### src/hw/rtl/bmrf_pkg.sv
`timescale 1ns / 1ps
`default_nettype none
// ----------------------------------------------------------------------------
// bmrf_pkg
// shared types and constants of the bank mapper register file
// ----------------------------------------------------------------------------
package bmrf_pkg;
  localparam int EXP_RAM_BYTES_DEF = 1024;
  localparam int PRG_BANK_BITS_DEF = 7;

  localparam logic [2:0] OP_WRITE = 3'd0;
  localparam logic [2:0] OP_READ  = 3'd1;
  localparam logic [2:0] OP_TICK  = 3'd2;
  localparam logic [2:0] OP_PRG   = 3'd3;
  localparam logic [2:0] OP_CHR   = 3'd4;

  localparam logic [15:0] A_PRG_MODE = 16'h5100;
  localparam logic [15:0] A_CHR_MODE = 16'h5101;
  localparam logic [15:0] A_EXP_MODE = 16'h5104;
  localparam logic [15:0] A_NT_MAP   = 16'h5105;
  localparam logic [15:0] A_FILL_T   = 16'h5106;
  localparam logic [15:0] A_FILL_C   = 16'h5107;
  localparam logic [15:0] A_PRG_BANK = 16'h5114;
  localparam logic [15:0] A_CHR_BANK = 16'h5120;
  localparam logic [15:0] A_CHR_HIGH = 16'h5130;
  localparam logic [15:0] A_IRQ_CMP  = 16'h5203;
  localparam logic [15:0] A_IRQ_STAT = 16'h5204;
  localparam logic [15:0] A_MUL_A    = 16'h5205;
  localparam logic [15:0] A_MUL_B    = 16'h5206;
  localparam logic [15:0] A_EXP_RAM  = 16'h5C00;
  localparam logic [8:0]  LINE_VBL   = 9'd241;

  typedef struct packed {
    logic [2:0]  op;
    logic [15:0] address;
    logic [7:0]  value;
    logic [8:0]  line_number;
    logic        tall_sprites;
  } item_t;

  typedef struct packed {
    logic [7:0]  read_data;
    logic        irq_pulse;
    logic [19:0] mapped_offset;
    logic        mapped_is_rom;
    logic [7:0]  nametable_select;
    logic [7:0]  fill_tile_byte;
    logic [7:0]  fill_attr_byte;
  } result_t;

  // result of the register stage, with a flag that selects the registered ram read data
  typedef struct packed {
    result_t res;
    logic    ram_rd;
  } stage_t;
endpackage
`default_nettype wire

### src/hw/rtl/bmrf_regs.sv
`timescale 1ns / 1ps
`default_nettype none
// ----------------------------------------------------------------------------
// bmrf_regs
// control registers, translation and irq logic; one item per cycle
// ----------------------------------------------------------------------------
module bmrf_regs #(
  parameter int PRG_BANK_BITS = bmrf_pkg::PRG_BANK_BITS_DEF,
  parameter int EXP_RAM_BYTES = bmrf_pkg::EXP_RAM_BYTES_DEF
) (
  input  wire                             clk,
  input  wire                             rst,
  input  wire                             go,
  input  wire bmrf_pkg::item_t            item,
  output bmrf_pkg::stage_t                stage,
  output logic                            ram_en,
  output logic                            ram_we,
  output logic [$clog2(EXP_RAM_BYTES)-1:0] ram_addr
);
  import bmrf_pkg::*;
  localparam int AW = $clog2(EXP_RAM_BYTES);

  logic [1:0] prg_size, chr_high, exp_mode;
  logic [7:0] prg_bank [4];
  logic [9:0] chr_bank [12];
  logic [9:0] chr_win [8];
  logic [7:0] nt_map, fill_tile, fill_color, irq_cmp, mul_a, mul_b;
  logic       irq_en, frame_on, pending;
  logic [15:0] product;

  logic        is_exp, is_prg_bank, is_chr_bank, wr, rd;
  logic [15:0] a;
  logic [3:0]  chr_r;
  logic [9:0]  chr_v;
  logic [7:0]  rd_data, pb;
  logic [PRG_BANK_BITS-1:0] bank;
  logic [1:0]  slot, preg;
  logic [19:0] poff;
  logic [19:0] coff;
  logic [1:0]  c;

  assign a = item.address;
  assign is_exp = a >= A_EXP_RAM && a <= 16'h5FFF;
  assign is_prg_bank = a >= A_PRG_BANK && a <= A_PRG_BANK + 16'd3;
  assign is_chr_bank = a >= A_CHR_BANK && a <= A_CHR_BANK + 16'd11;
  assign wr = go && item.op == OP_WRITE;
  assign rd = go && item.op == OP_READ;
  assign chr_r = 4'(a - A_CHR_BANK);
  assign chr_v = {chr_high, item.value};
  assign product = mul_a * mul_b;

  assign ram_en = (wr && is_exp && exp_mode != 2'd3) || (rd && is_exp);
  assign ram_we = wr;
  assign ram_addr = AW'(a - A_EXP_RAM);

  always_comb begin
    case (a)
      A_IRQ_STAT: rd_data = {pending, frame_on, 6'd0};
      A_MUL_A:    rd_data = product[7:0];
      A_MUL_B:    rd_data = product[15:8];
      default:    rd_data = 8'hFF;
    endcase
  end

  always_comb begin
    slot = a[14:13];
    case (prg_size)
      2'd0:    preg = 2'd3;
      2'd1:    preg = slot[1] ? 2'd3 : 2'd1;
      2'd2:    preg = slot[1] ? slot : 2'd1;
      default: preg = slot;
    endcase
    pb = prg_bank[preg];
    bank = pb[PRG_BANK_BITS-1:0];
    case (prg_size)
      2'd0:    poff = 20'({bank, 13'd0} & ~20'h07FFF) | {5'd0, a[14:0]};
      2'd1:    poff = 20'({bank, 13'd0} & ~20'h03FFF) | {6'd0, a[13:0]};
      2'd2:    poff = slot[1] ? (20'({bank, 13'd0}) | {7'd0, a[12:0]})
                              : (20'({bank, 13'd0} & ~20'h03FFF) | {6'd0, a[13:0]});
      default: poff = 20'({bank, 13'd0}) | {7'd0, a[12:0]};
    endcase
    coff = {chr_win[a[12:10]], a[9:0]};
  end

  assign c = fill_color[1:0];

  always_ff @(posedge clk) begin
    if (rst) begin
      prg_size <= 2'd3; chr_high <= 2'd0; exp_mode <= 2'd0;
      for (int i = 0; i < 4; i++) prg_bank[i] <= 8'hFF;
      for (int i = 0; i < 12; i++) chr_bank[i] <= (i < 8) ? 10'(i) : 10'd0;
      for (int i = 0; i < 8; i++) chr_win[i] <= 10'(i);
      nt_map <= 8'd0; fill_tile <= 8'hFF; fill_color <= 8'hFF; irq_cmp <= 8'd0;
      mul_a <= 8'hFF; mul_b <= 8'hFF;
      irq_en <= 1'b0; frame_on <= 1'b0; pending <= 1'b0;
    end else if (go) begin
      if (wr) begin
        if (is_prg_bank) prg_bank[a[1:0]] <= item.value;
        if (is_chr_bank) begin
          chr_bank[chr_r] <= chr_v;
          chr_win[chr_r[3] ? 3'(chr_r - 4'd4) : chr_r[2:0]] <= chr_v;
        end
        case (a)
          A_PRG_MODE: prg_size <= item.value[1:0];
          A_CHR_MODE: begin
            if (item.value[1:0] == 2'd3)
              for (int i = 0; i < 8; i++)
                chr_win[i] <= item.tall_sprites ? chr_bank[8 + (i % 4)] : chr_bank[i];
          end
          A_EXP_MODE: exp_mode <= item.value[1:0];
          A_NT_MAP:   nt_map <= item.value;
          A_FILL_T:   fill_tile <= item.value;
          A_FILL_C:   fill_color <= item.value;
          A_CHR_HIGH: chr_high <= item.value[1:0];
          A_IRQ_CMP:  irq_cmp <= item.value;
          A_IRQ_STAT: irq_en <= item.value[7];
          A_MUL_A:    mul_a <= item.value;
          A_MUL_B:    mul_b <= item.value;
          default: ;
        endcase
      end
      if (rd && a == A_IRQ_STAT) pending <= 1'b0;
      if (go && item.op == OP_TICK) begin
        if (item.line_number >= LINE_VBL) frame_on <= 1'b0;
        else begin
          frame_on <= 1'b1;
          if (item.line_number == {1'b0, irq_cmp}) pending <= 1'b1;
        end
      end
    end
  end

  // payload: uses state before this beat except nt/fill, which follow the write
  always_ff @(posedge clk) begin
    if (rst) begin
      stage.ram_rd <= 1'b0;
    end else if (go) begin
      stage.ram_rd <= rd && is_exp;
      stage.res.read_data <= (item.op == OP_READ && !is_exp) ? rd_data : 8'd0;
      stage.res.irq_pulse <= item.op == OP_TICK && item.line_number < LINE_VBL &&
                             item.line_number == {1'b0, irq_cmp} && irq_en;
      stage.res.mapped_offset <= (item.op == OP_PRG && a[15]) ? poff :
                                 (item.op == OP_CHR) ? coff : 20'd0;
      stage.res.mapped_is_rom <= item.op == OP_PRG && a[15] && pb[7];
      stage.res.nametable_select <= (wr && a == A_NT_MAP) ? item.value : nt_map;
      stage.res.fill_tile_byte <= (wr && a == A_FILL_T) ? item.value : fill_tile;
      stage.res.fill_attr_byte <= (wr && a == A_FILL_C) ? {4{item.value[1:0]}} : {4{c}};
    end
  end

  assert property (@(posedge clk) disable iff (rst)
    ram_en && ram_we |-> wr && exp_mode != 2'd3)
    else $error("exp ram written while locked");
  assert property (@(posedge clk) disable iff (rst)
    go && item.op == OP_READ && a == A_IRQ_STAT |=> !pending)
    else $error("status read did not clear pending");
  assert property (@(posedge clk) disable iff (rst)
    stage.res.irq_pulse |-> pending)
    else $error("pulse without pending");
endmodule
`default_nettype wire
### config.mk
export PLATFORM = sky130hd
export DESIGN_NAME = bmrf_regs
export DESIGN_NICKNAME = d
export VERILOG_FILES = /design/src/hw/rtl/bmrf_pkg.sv /design/src/hw/rtl/bmrf_regs.sv
export SDC_FILE = /design/constraint.sdc
export NUM_CORES = 1
export LEC_CHECK = 0
export BUFFER_PORTS_ARGS = -buffer_cell sky130_fd_sc_hd__buf_4
export CAP_MARGIN = 10
export CORE_AREA = 2 2 173 175
export CTS_CLUSTER_DIAMETER = 40
export DETAILED_ROUTE_END_ITERATION = 16
export DIE_AREA = 0 0 175 177
export PLACE_DENSITY_LB_ADDON = 0.25
export SYNTH_ARGS = -nofsm -noshare
export SYNTH_HDL_FRONTEND = slang
export SYNTH_SLANG_ARGS = --single-unit
### constraint.sdc
create_clock -name clk -period 10.09 [get_ports clk]
set_input_delay 0.5045 -clock clk [delete_from_list [all_inputs] [get_ports clk]]
set_output_delay 0.5045 -clock clk [all_outputs]
set_load 0.005 [all_outputs]
==> results of run 1 <==
metrics by stage:
| stage | worst slack [ps] | utilization [%] | cells | area [µm²] | hold slack (ps) |
|---|---|---|---|---|---|
| after global placement | 5476 | 62.29 | 1849 | 18220 | 455.5 |
| after floorplan | 5801 | - | 1446 | 17280 | 444.7 |
| after detailed placement | 5448 | 62.29 | 1849 | 18220 | 472.8 |
| final | 5381 | 67.30 | 1926 | 19680 | 303.8 |
| after CTS | 5422 | 67.28 | 1925 | 19680 | 288.0 |
| after global routing | 5133 | 67.30 | 1926 | 19680 | 315.6 |
worst min path at each step:
| stage | from | endpoint | depth (start not counted) |
|---|---|---|---|
| 6_report | item[27] | stage[35] | 2 |
| 3_3_place_gp | irq_en | irq_en | 2 |
| 4_1_cts | item[27] | stage[35] | 2 |
| 3_5_place_dp | exp_mode[1] | exp_mode[1] | 2 |
| 2_1_floorplan | irq_en | irq_en | 2 |
| 5_1_grt | item[27] | stage[35] | 2 |
cell usage in the layout, fill, tap and decap left out, drive strengths merged, types with 18 or more instances in the layout:
master / count
dfxtp: 52
nand2: 123
mux4: 26
mux2: 33
nor2: 137
mux2i: 100
buf: 123
clkbuf: 49
o22ai: 37
nor2b: 28
a21oi: 35
and2: 96
nor3: 18
inv: 72
nand2b: 19
or2: 18
o21ai: 29
edfxtp: 280
ha: 41
fa: 36
sequential cells by signal, summed over array words and instances, names as in the netlist, 32 cells and up:
name	flops
chr_win	80
stage	49
chr_bank	120
prg_bank	32
power by group through the flow:
stage	combinational (W)	sequential (W)	clock [W]
after floorplan	0.000126	0.00158	0
after global placement	0.000212	0.00158	0
after detailed placement	0.000213	0.00159	0
after CTS	0.000215	0.00156	0.00157
after global routing	0.000229	0.00156	0.00163
final	0.000217	0.00156	0.00157
worst register-to-register path: cells and delay by family, from the launching register on:
family	cells	cell delay, ps
XOR/XNOR	1	120
buffers and inverters	2	90
flip-flops	1	490
AO/OA/AOI/OAI	4	1020
AND/OR/NAND/NOR	2	270
adder cells (fa/ha/maj)	5	2430
logic make-up (layout without fill, tap and decap cells):
kind of cell	count (synthesis)	after routing	share of synthesized area [%]
buffers and inverters	172	262	4.141
AO/OA/AOI/OAI	182	182	7.037
XOR/XNOR	16	16	0.8109
AND/OR/NAND/NOR	508	508	14.86
multiplexers	159	159	11.33
adder cells (fa/ha/maj)	77	77	7.139
flip-flops	332	332	54.68
metal layers:
metal	GRT usage (%)	part of all wire, %	vias to the layer above
met2	48.07	47	643
met5	0	0.028	-
li1	-	-	5303
met1	42.66	41	5890
met3	6.229	9.5	91
met4	8.646	2.5	2
layout make-up:
class                      count  area, µm²
clock buffer                  49       1099
inverter                      63      236.5
tap                          390      488.0
sequential                   332       9449
multi-input combinational    942       7126
fill                        2080       9562
clock inverter                27      361.6
timing repair buffer         123      923.4
==> flow_summary.rst, run 1 <==
.. list-table::
   :header-rows: 1

   * - Metric
     - Value
   * - Status
     - finished, final reports clean
   * - EDFF count, synth
     - between 200 and 300
   * - Buffer and inverter count on the worst path
     - 2
   * - Synth top area share
     - between 40% and 50%
   * - Endpoint of the worst register-to-register path
     - stage[50]
   * - Boundary pin count
     - around 110
   * - Cell type with the largest total area after synthesis
     - edfxtp_1
   * - Dominant synthesized flop cell
     - edfxtp_1
   * - Share of total power in combinational logic
     - under 10%
   * - Wire length after detailed routing
     - 46730 µm
   * - Count of different cell masters after synthesis
     - 60
   * - TritonCTS clock tree
     - done
   * - Synth warn
     - 0
   * - Post-Synthesis Net Count
     - roughly 1600
   * - Worst Hold Class
     - input pin to register
   * - Internal Pwr Total
     - around 0.0026 W
   * - Count of mapped cells out of synthesis
     - around 1400
   * - Worst slew margin relative to its limit
     - 20.18%
   * - Setup Fix Bufs, Post-CTS
     - 0
   * - Number of global-route vias before repair
     - 11430
   * - Final Wtd Congestion
     - approximately 0.9
   * - Capturing element of the worst setup path
     - stage[50]
   * - Drt first pass iters
     - 5
   * - CP startpoint
     - mul_b[6]
   * - Post-route clock skew
     - about 14 ps
   * - Register-to-register path setup slack
     - 5380 ps
   * - Count of inserted antenna diode cells
     - 0
   * - Proportion of layout cells with a drive suffix above 1
     - between 15 and 20%
   * - Type of origin of the critical path
     - register
   * - Final #Nets
     - about 1600
   * - Net switching component of the power
     - between 0.0007 and 0.0008 W
   * - Routed WL per cell
     - between 20 and 25 µm
   * - Peak per-stage delay on the critical path
     - between 500 and 600 ps
   * - Yosys reg bits
     - ~330
   * - Switching Share
     - a little under a quarter
   * - Top delay family on crit path
     - adder cells
   * - CTS-repair resized insts
     - 0
   * - Worst-Margin Slew
     - ~1200 ps
   * - Worst-case reg-to-reg path depth
     - 14
   * - Setup repair after global routing missed its margin
     - no
   * - Violation count after the first detailed-route iteration
     - between 1000 and 1500
   * - Final min period
     - roughly 4700 ps
   * - Clock Latency Late Sink
     - between 500 and 600 ps
   * - Type of the worst setup path
     - register to register
   * - Maximum buffer depth of the clock tree
     - 3
   * - First-pass GRT wire length
     - 70040 µm
   * - Clock share of power
     - a little under half
   * - Max_cap viols
     - 0
   * - Power consumption
     - 0.003341 W
   * - # setup viols final
     - 0
   * - Die outline width
     - between 150 and 200 µm
   * - Setup TNS
     - 0 ps
   * - Cell with the largest stage delay on the worst path
     - fa_1
   * - Synth top cells by count
     - edfxtp_1, nor2_1, nand2_1, mux2i_1, and2_1
   * - Capturing element type of the critical path
     - register
   * - Leakage
     - 7.293 nW
   * - CTS root buffer
     - clkbuf_16
   * - Number of failing hold endpoints at the final stage
     - 0
   * - DPL Wire Length
     - roughly 32000 µm
   * - Sequential cell area fraction in the yosys report
     - 54.68%
   * - IR Drop Worst-Case VDD
     - roughly 170 µV
   * - Largest fanout of any net on the critical path
     - 9
   * - Crit path required time
     - a little over 10000 ps
   * - Crit-path most repeated cell
     - fa_1
   * - Height of the die
     - around 180 µm
   * - Pin count of the biggest net entering global routing
     - between 60 and 70
   * - Area growth from synthesis to layout
     - 13.89%
   * - Area of the die
     - about 31000 µm²
   * - Row cnt
     - 63
   * - Startpoint of the most critical register-to-register path
     - mul_b[6]
   * - Ranking of synthesized cells by area
     - edfxtp_1, dfxtp_1, mux2i_1, fa_1, and2_1
   * - Max H-tree Level
     - 2
   * - Logic depth of the worst path, buffers included
     - 14
   * - Combined area of all synthesized cells
     - ~17000 µm²
   * - Total overflow reported by the global router
     - 0
   * - Area inside the core boundary
     - around 30000 µm²
   * - Cts bufs inserted
     - between 40 and 50
   * - Synth async-reset ratio
     - 0%
   * - Via density per instance
     - ~6.2
   * - Part of the power in registers
     - 46.6%
   * - Antenna-violating nets left
     - 0
   * - Final worst path period share
     - between 40 and 50%
   * - Antenna violations before repair
     - 1
   * - Number of buffers inserted by hold repair at cts
     - 0
   * - Final count of pins violating max slew
     - 0
   * - Mean Syn Cell Area
     - 11.95 µm²
   * - Port Buffer Count
     - approximately 110
   * - Number of vias after detailed routing
     - 11930
   * - Total number of clock tree sinks
     - ~330
   * - Total DRC errors in the routed layout
     - 0
   * - Total power per unit cell area
     - between 150 and 200 nW/µm²
   * - Combined global-route utilization of all metal layers
     - 30.27%
   * - Clock edge transition at the registers on the reported setup and hold paths
     - 60 ps
   * - Starting utilization of the core area
     - roughly 59%
   * - Arrival time reported for the critical path endpoint
     - roughly 5000 ps
   * - Most numerous cell in the Yosys netlist
     - edfxtp_1
   * - Highest achievable clock rate
     - between 200 and 250 MHz
   * - Cell Chain, Critical Path
     - and2_1 -> fa_1 -> fa_1 -> fa_1 -> inv_1 -> fa_1 -> inv_1 -> ha_1 -> o211ai_1 -> o21a_1 -> o21ai_0 -> xor2_1 -> a221oi_1 -> nor2_1
No activity file was read; power rests on OpenSTA's default activity.
==> run 2: changes to the inputs <==
Clock period 10.09 ns to 4.5 ns, I/O delays scaled along.
==> flow_summary.rst, run 2 (synthesis gave the netlist of run 1 again) <==
.. list-table::
   :header-rows: 1

   * - Metric
     - Value
   * - Worst Hold Margin
     - 18.66 ps (was 303.8 ps)
   * - Met2 wire length
     - 22110 µm (was 21810 µm)
   * - Area growth from synthesis to layout
     - 15.50% (was 13.89%)
   * - Combined global-route utilization of all metal layers
     - 30.28% (was 30.27%)
   * - Final min period
     - 4341 ps (was 4709 ps)
   * - Type of origin of the critical path
     - register (unchanged)
   * - Clock edge transition at the registers on the reported setup and hold paths
     - 50 ps (was 60 ps)
   * - Via density per instance
     - 6.113 (was 6.194)
   * - Crit path required time
     - 4760 ps (was 10360 ps)
   * - Cell Chain, Critical Path
     - and2_1 -> fa_1 -> fa_1 -> inv_1 -> fa_1 -> fa_1 -> inv_1 -> ha_1 -> a211oi_1 -> o21a_1 -> o21ai_2 -> a311oi_2 -> mux2i_1 -> o21ai_0 (was and2_1 -> fa_1 -> fa_1 -> fa_1 -> inv_1 -> fa_1 -> inv_1 -> ha_1 -> o211ai_1 -> o21a_1 -> o21ai_0 -> xor2_1 -> a221oi_1 -> nor2_1)
   * - Setup repair after global routing missed its margin
     - yes (was no)
   * - Setup WS pre-CTS
     - -88.61 ps (was 5448 ps)
   * - Maximum buffer depth of the clock tree
     - 3 (unchanged)
   * - Registers with the most flip-flops
     - chr_bank: 120 flops, chr_win: 80 flops, stage: 49 flops (unchanged)
   * - Total DRC errors in the routed layout
     - 0 (unchanged)
   * - Worst slew margin relative to its limit
     - 21.72% (was 20.18%)
   * - Count of inserted antenna diode cells
     - 0 (unchanged)
   * - Routed WL per cell
     - 23.76 µm (was 24.26 µm)
   * - IR Drop Worst-Case VDD
     - 328.4 µV (was 168.7 µV)
   * - Wire length after detailed routing
     - 46520 µm (was 46730 µm)
   * - DPL Wire Length
     - 32870 µm (was 32430 µm)
   * - Cell with the largest stage delay on the worst path
     - fa_1 (unchanged)
   * - Boundary pin count
     - 107 (unchanged)
   * - Final count of pins violating max slew
     - 0 (unchanged)
   * - CP startpoint
     - mul_a[1] (was mul_b[6])
   * - # setup viols final
     - 0 (unchanged)
   * - Crit-path most repeated cell
     - fa_1 (unchanged)
   * - Total power per unit cell area
     - 369.4 nW/µm² (was 169.7 nW/µm²)
   * - Post-route clock skew
     - 20.61 ps (was 13.69 ps)
   * - Number of global-route vias before repair
     - 11810 (was 11430)
   * - Worst Hold Class
     - input pin to register (unchanged)
   * - Pin count of the biggest net entering global routing
     - 73 (was 68)
   * - Starting utilization of the core area
     - 59.09% (unchanged)
   * - Antenna-violating nets left
     - 0 (unchanged)
   * - Final worst path period share
     - 96.47% (was 46.67%)
   * - Number of vias after detailed routing
     - 11970 (was 11930)
   * - Largest fanout of any net on the critical path
     - 5 (was 9)
   * - Highest achievable clock rate
     - 230.4 MHz (was 212.4 MHz)
   * - CTS root buffer
     - clkbuf_16 (unchanged)
   * - Proportion of layout cells with a drive suffix above 1
     - 20.92% (was 18.16%)
   * - Endpoint of the worst register-to-register path
     - stage[54] (was stage[50])
   * - Top routing layer used
     - met5 (unchanged)
   * - Total overflow reported by the global router
     - 0 (unchanged)
   * - Final #Nets
     - 1655 (was 1621)
   * - Register-to-register path setup slack
     - 160 ps (was 5380 ps)
   * - Peak per-stage delay on the critical path
     - 550 ps (about the same)
   * - Area inside the core boundary
     - 29240 µm² (unchanged)
   * - Capturing element type of the critical path
     - register (unchanged)
   * - Commonest cells after routing, fill and taps aside
     - edfxtp_1, buf_4, nor2_1, nand2_1, mux2i_1 (was edfxtp_1, nor2_1, nand2_1, buf_4, mux2i_1)
   * - Height of the die
     - 177 µm (unchanged)
   * - Worst-case reg-to-reg path depth
     - 14 (unchanged)
   * - Wire length on met1
     - 18930 µm (was 19300 µm)
   * - Capturing element of the worst setup path
     - stage[54] (was stage[50])
   * - Port Buffer Count
     - 106 (unchanged)
   * - Min setup slack post-route
     - 158.8 ps (was 5381 ps)
   * - Register with the highest flop count
     - chr_bank (unchanged)
   * - Leakage
     - 7.419 nW (was 7.293 nW)
   * - Die outline width
     - 175 µm (unchanged)
   * - Max_cap viols
     - 0 (unchanged)
   * - Antenna violations before repair
     - 1 (unchanged)
   * - Number of failing hold endpoints at the final stage
     - 0 (unchanged)
   * - Max H-tree Level
     - 2 (unchanged)
   * - Status
     - finished, final reports clean (unchanged)
   * - Area of the die
     - 30980 µm² (unchanged)
   * - Cts bufs inserted
     - 43 (was 42)
   * - Row cnt
     - 63 (unchanged)
   * - Total number of clock tree sinks
     - 332 (unchanged)
   * - Flip-flop count of the largest register, all copies and words added
     - 120 (unchanged)
   * - Startpoint of the most critical register-to-register path
     - mul_a[1] (was mul_b[6])
   * - First-pass GRT wire length
     - 70720 µm (was 70040 µm)
   * - Worst-Margin Slew
     - 1174 ps (was 1195 ps)
   * - Type of the worst setup path
     - register to register (unchanged)
   * - Detailed-routed wire length on met3
     - 4222 µm (was 4417 µm)
   * - Clock Latency Late Sink
     - 540 ps (was 530 ps)
   * - Violation count after the first detailed-route iteration
     - 1229 (was 1454)
   * - Count of filler cells inserted in the layout
     - 2116 (was 2080)
   * - Commonest non-fill, non-tap cell in the layout
     - edfxtp_1 (unchanged)
   * - TritonCTS clock tree
     - done (unchanged)
   * - Final Wtd Congestion
     - 0.9014 (was 0.9097)
   * - Arrival time reported for the critical path endpoint
     - 4600 ps (was 4980 ps)
   * - Drt first pass iters
     - 5 (unchanged)
run 2: cell types whose count changed in the layout (fill, tap and decap cells not counted), sizes merged:
cell	delta
buf	+33
clkinv	+4
inv	-3
bufinv	-2
clkbuf	-1
clkinvlp	+1
run 2: layer usage:
layer | global-route usage [%] | vias to the layer above
met1 | 42.18 | 5894
met3 | 5.284 | 82
met2 | 49.18 | 627
met4 | 9.097 | 2
met5 | 0 | -
li1 | - | 5364
run 2: worst min-delay path by stage:
stage | startpoint | to | slack (ps) | depth (start not counted)
3_5_place_dp | exp_mode[1] | exp_mode[1] | 480 | 2
4_1_cts | item[24] | stage[32] | 7 | 2
6_report | item[27] | stage[35] | 20 | 2
2_1_floorplan | item[10] | mul_a[0] | 350 | 2
5_1_grt | item[27] | stage[35] | 20 | 2
3_3_place_gp | irq_en | irq_en | 460 | 2
run 2: through the flow:
stage | area, µm² | setup TNS (ps) | total power (W) | utilization [%] | std cells
CTS | 19880 | 0 | 0.007386 | 67.98 | 1957
global route | 19960 | -137.1 | 0.007549 | 68.25 | 1958
global placement | 18460 | 0 | 0.004033 | 63.13 | 1882
detailed placement | 18460 | -270.8 | 0.004044 | 63.13 | 1882
floorplan | 17280 | 0 | 0.003824 | - | 1446
finish | 19960 | 0 | 0.007374 | 68.25 | 1958
run 2: cell type report:
| class | count | area [µm²] | share of cell area (%) |
|---|---|---|---|
| flip-flops and latches | 332 | 9458 | 47.38 |
| repair buffers | 156 | 1171 | 5.867 |
| multi-input cells | 942 | 7199 | 36.07 |
| clock buffers | 48 | 1105 | 5.535 |
| inverters | 63 | 236.5 | 1.185 |
| well taps | 390 | 488.0 | 2.445 |
| clock inverters | 27 | 302.8 | 1.517 |
run 2: worst max-delay path, delay by kind of cell, from the launching register on:
kind            cells  cell delay (ps)
simple gates        1              180
mux                 1              220
flops               1              340
fa+ha+maj           5             2270
compound gates      5              960
buf+inv             2               90
run 2: power by group:
| part | leakage, nW | total [W] | internal (W) | switching [W] |
|---|---|---|---|---|
| sequential | 3.10 | 0.00349 | 0.00345 | 0.0000417 |
| clock | 0.684 | 0.00339 | 0.00207 | 0.00132 |
| combinational | 3.64 | 0.000494 | 0.000178 | 0.000316 |
run 2: repair_timing:
item                                    CTS  global route
hold buffers                              0             0
pin swaps                                 1             2
setup buffers                             0             1
gates resized for setup                   6            17
endpoints found under the setup margin    5             6
==> run 3: changes to the inputs <==
Settings changed: PLACE_DENSITY set to 0.74, PLACE_DENSITY_LB_ADDON 0.25 to not set.
==> flow_summary.rst, run 3 (synthesis gave the netlist of run 1 again) <==
.. list-table::
   :header-rows: 1

   * - Metric
     - Value
   * - Crit path required time
     - 4760 ps (about the same)
   * - Commonest non-fill, non-tap cell in the layout
     - edfxtp_1 (unchanged)
   * - Die outline width
     - 175 µm (unchanged)
   * - Proportion of layout cells with a drive suffix above 1
     - 20.72% (was 20.92%)
   * - DPL Wire Length
     - 32020 µm (was 32870 µm)
   * - Final count of pins violating max slew
     - 0 (unchanged)
   * - IR Drop Worst-Case VDD
     - 333.2 µV (was 328.4 µV)
   * - Fin util
     - 67.97% (was 68.25%)
   * - Type of the worst setup path
     - register to register (unchanged)
   * - Worst-Margin Slew
     - 1147 ps (was 1174 ps)
   * - Row cnt
     - 63 (unchanged)
   * - Sequential cell area
     - 9464 µm² (was 9458 µm²)
   * - Number of vias after detailed routing
     - 11910 (was 11970)
   * - Routed WL per cell
     - 23.47 µm (was 23.76 µm)
   * - Area growth from synthesis to layout
     - 15.02% (was 15.50%)
   * - Total DRC errors in the routed layout
     - 0 (unchanged)
   * - CTS root buffer
     - clkbuf_16 (unchanged)
   * - Starting utilization of the core area
     - 59.09% (unchanged)
   * - Total power per unit cell area
     - 364.0 nW/µm² (was 369.4 nW/µm²)
   * - Endpoint of the worst hold-timing path
     - stage[35] (unchanged)
   * - WHS Path Cells
     - 2 (unchanged)
   * - Commonest cells after routing, fill and taps aside
     - edfxtp_1, buf_4, nor2_1, nand2_1, mux2i_1 (unchanged)
   * - Final worst path period share
     - 96.66% (was 96.47%)
   * - Register-to-register path setup slack
     - 150 ps (was 160 ps)
   * - Final Wtd Congestion
     - 0.8888 (was 0.9014)
   * - Area of the die
     - 30980 µm² (unchanged)
   * - Number of global-route vias before repair
     - 11720 (was 11810)
   * - Type of origin of the critical path
     - register (unchanged)
   * - Height of the die
     - 177 µm (unchanged)
   * - Boundary pin count
     - 107 (unchanged)
   * - Wire length after detailed routing
     - 45860 µm (was 46520 µm)
   * - Port Buffer Count
     - 106 (unchanged)
   * - Cts bufs inserted
     - 41 (was 43)
   * - Leakage
     - 7.367 nW (was 7.419 nW)
   * - Arrival time reported for the critical path endpoint
     - 4610 ps (was 4600 ps)
   * - Setup Fix Bufs, Post-CTS
     - 0 (unchanged)
   * - Capturing element type of the critical path
     - register (unchanged)
   * - Pin count of the biggest net entering global routing
     - 75 (was 73)
   * - Violation count after the first detailed-route iteration
     - 1371 (was 1229)
   * - Drt first pass iters
     - 5 (unchanged)
   * - Total number of clock tree sinks
     - 332 (unchanged)
   * - Setup TNS
     - 0 ps (unchanged)
   * - Via density per instance
     - 6.097 (was 6.113)
   * - Area inside the core boundary
     - 29240 µm² (unchanged)
   * - Endpoint of the worst register-to-register path
     - stage[51] (was stage[54])
   * - Number of buffers inserted by hold repair at cts
     - 0 (unchanged)
   * - Setup repair after global routing missed its margin
     - no (was yes)
   * - Combined global-route utilization of all metal layers
     - 30.15% (was 30.28%)
   * - Antenna-violating nets left
     - 0 (unchanged)
   * - Count of inserted antenna diode cells
     - 0 (unchanged)
   * - Highest achievable clock rate
     - 229.9 MHz (was 230.4 MHz)
   * - TritonCTS clock tree
     - done (unchanged)
   * - Count of filler cells inserted in the layout
     - 2078 (was 2116)
   * - Post-route clock skew
     - 14.87 ps (was 20.61 ps)
   * - Register with the highest flop count
     - chr_bank (unchanged)
   * - Post-layout instance area
     - 19880 µm² (was 19960 µm²)
   * - Worst Hold Class
     - input pin to register (unchanged)
   * - Placement-stage cell area
     - 18440 µm² (was 18460 µm²)
   * - Total area of multi-input combinational cells
     - 7196 µm² (was 7199 µm²)
   * - Max_cap viols
     - 0 (unchanged)
   * - Flip-flop count of the largest register, all copies and words added
     - 120 (unchanged)
   * - Clock Latency Late Sink
     - 540 ps (about the same)
   * - Registers with the most flip-flops
     - chr_bank: 120 flops, chr_win: 80 flops, stage: 49 flops (unchanged)
   * - Total overflow reported by the global router
     - 0 (unchanged)
   * - Max H-tree Level
     - 2 (unchanged)
   * - Maximum buffer depth of the clock tree
     - 3 (unchanged)
   * - Largest fanout of any net on the critical path
     - 7 (was 5)
   * - First-pass GRT wire length
     - 70220 µm (was 70720 µm)
   * - # setup viols final
     - 0 (unchanged)
   * - Startpoint of the lowest-slack hold path
     - item[27] (unchanged)
   * - Worst slew margin relative to its limit
     - 23.53% (was 21.72%)
   * - Startpoint of the most critical register-to-register path
     - mul_a[2] (was mul_a[1])
   * - Final min period
     - 4350 ps (was 4341 ps)
   * - Clock edge transition at the registers on the reported setup and hold paths
     - 50 ps (about the same)
   * - Final #Nets
     - 1649 (was 1655)
   * - Worst-case reg-to-reg path depth
     - 14 (unchanged)
   * - Antenna violations before repair
     - 0 (was 1)
   * - Number of failing hold endpoints at the final stage
     - 0 (unchanged)
   * - Power consumption
     - 0.007234 W (was 0.007374 W)
   * - Status
     - finished, final reports clean (unchanged)
==> run 3: cell count changes in the layout (fill, tap and decap cells not counted), moves of 2 or more <==
cell / change
buf_4: -4
clkbuf_1: +3
clkinv_4: +3
dfxtp_1: -3
a21oi_1: +2
a21oi_2: -2
bufinv_16: -2
clkinv_1: -2
clkinv_2: -2
dfxtp_2: +2
inv_6: +2
==> run 3: cell type report <==
class	instances	area share (%)
multi-input combinational	942	36.20
sequential	332	47.61
timing repair buffer	152	5.741
clock buffer	49	5.420
tap	390	2.455
clock inverter	26	1.379
inverter	63	1.190
==> run 3: where the power goes <==
part           total, W  switching [W]  leakage, nW  internal [W]
logic          0.000491       0.000313         3.62      0.000178
clock network   0.00325        0.00133        0.651       0.00192
registers       0.00349      0.0000406         3.09       0.00345
==> run 3: worst max-delay path, stage by stage (launching register included) <==
cell and delay [ps]:
dfxtp_2 350, and2_1 180, fa_1 520, fa_1 520
fa_1 540, inv_1 50, fa_1 530, inv_1 50
ha_2 330, a2111oi_2 310, o21a_1 190, nor3_2 60
o21ai_0 200, o31a_1 180, o22ai_1 70
==> run 3: repair_timing <==
item / 4_1_cts / 5_1_grt
endpoints found under the setup margin: 3 / 7
pin swaps: 0 / 5
gates resized for setup: 1 / 26
==> run 3: metal layers <==
metal  part of all wire, %  vias up  GRT usage (%)
met5                     0        -              0
met4                   2.5        0          9.236
met3                   9.1       94          5.305
met2                    48      604          49.56
met1                    40     5850          41.37
li1                      -     5366              -
==> run 3: stage by stage <==
stage	worst slack (ps)	hold WS, ps	cells
3_3_place_gp	-55.46	458.7	1879
4_1_cts	6.600	6.079	1954
5_1_grt	1.263	14.09	1954
6_report	150.4	23.71	1954
3_5_place_dp	-117.0	463.5	1879
2_1_floorplan	210.7	354.1	1446
==> run 3: how the worst max path moves through the flow <==
stage	from	end	cells after the start
final	mul_a[2]	stage[51]	14
after global routing	mul_a[2]	stage[51]	14
after CTS	mul_a[2]	stage[53]	14
after detailed placement	mul_b[4]	stage[50]	15
after global placement	mul_b[4]	stage[50]	15
after floorplan	mul_b[7]	stage[54]	15
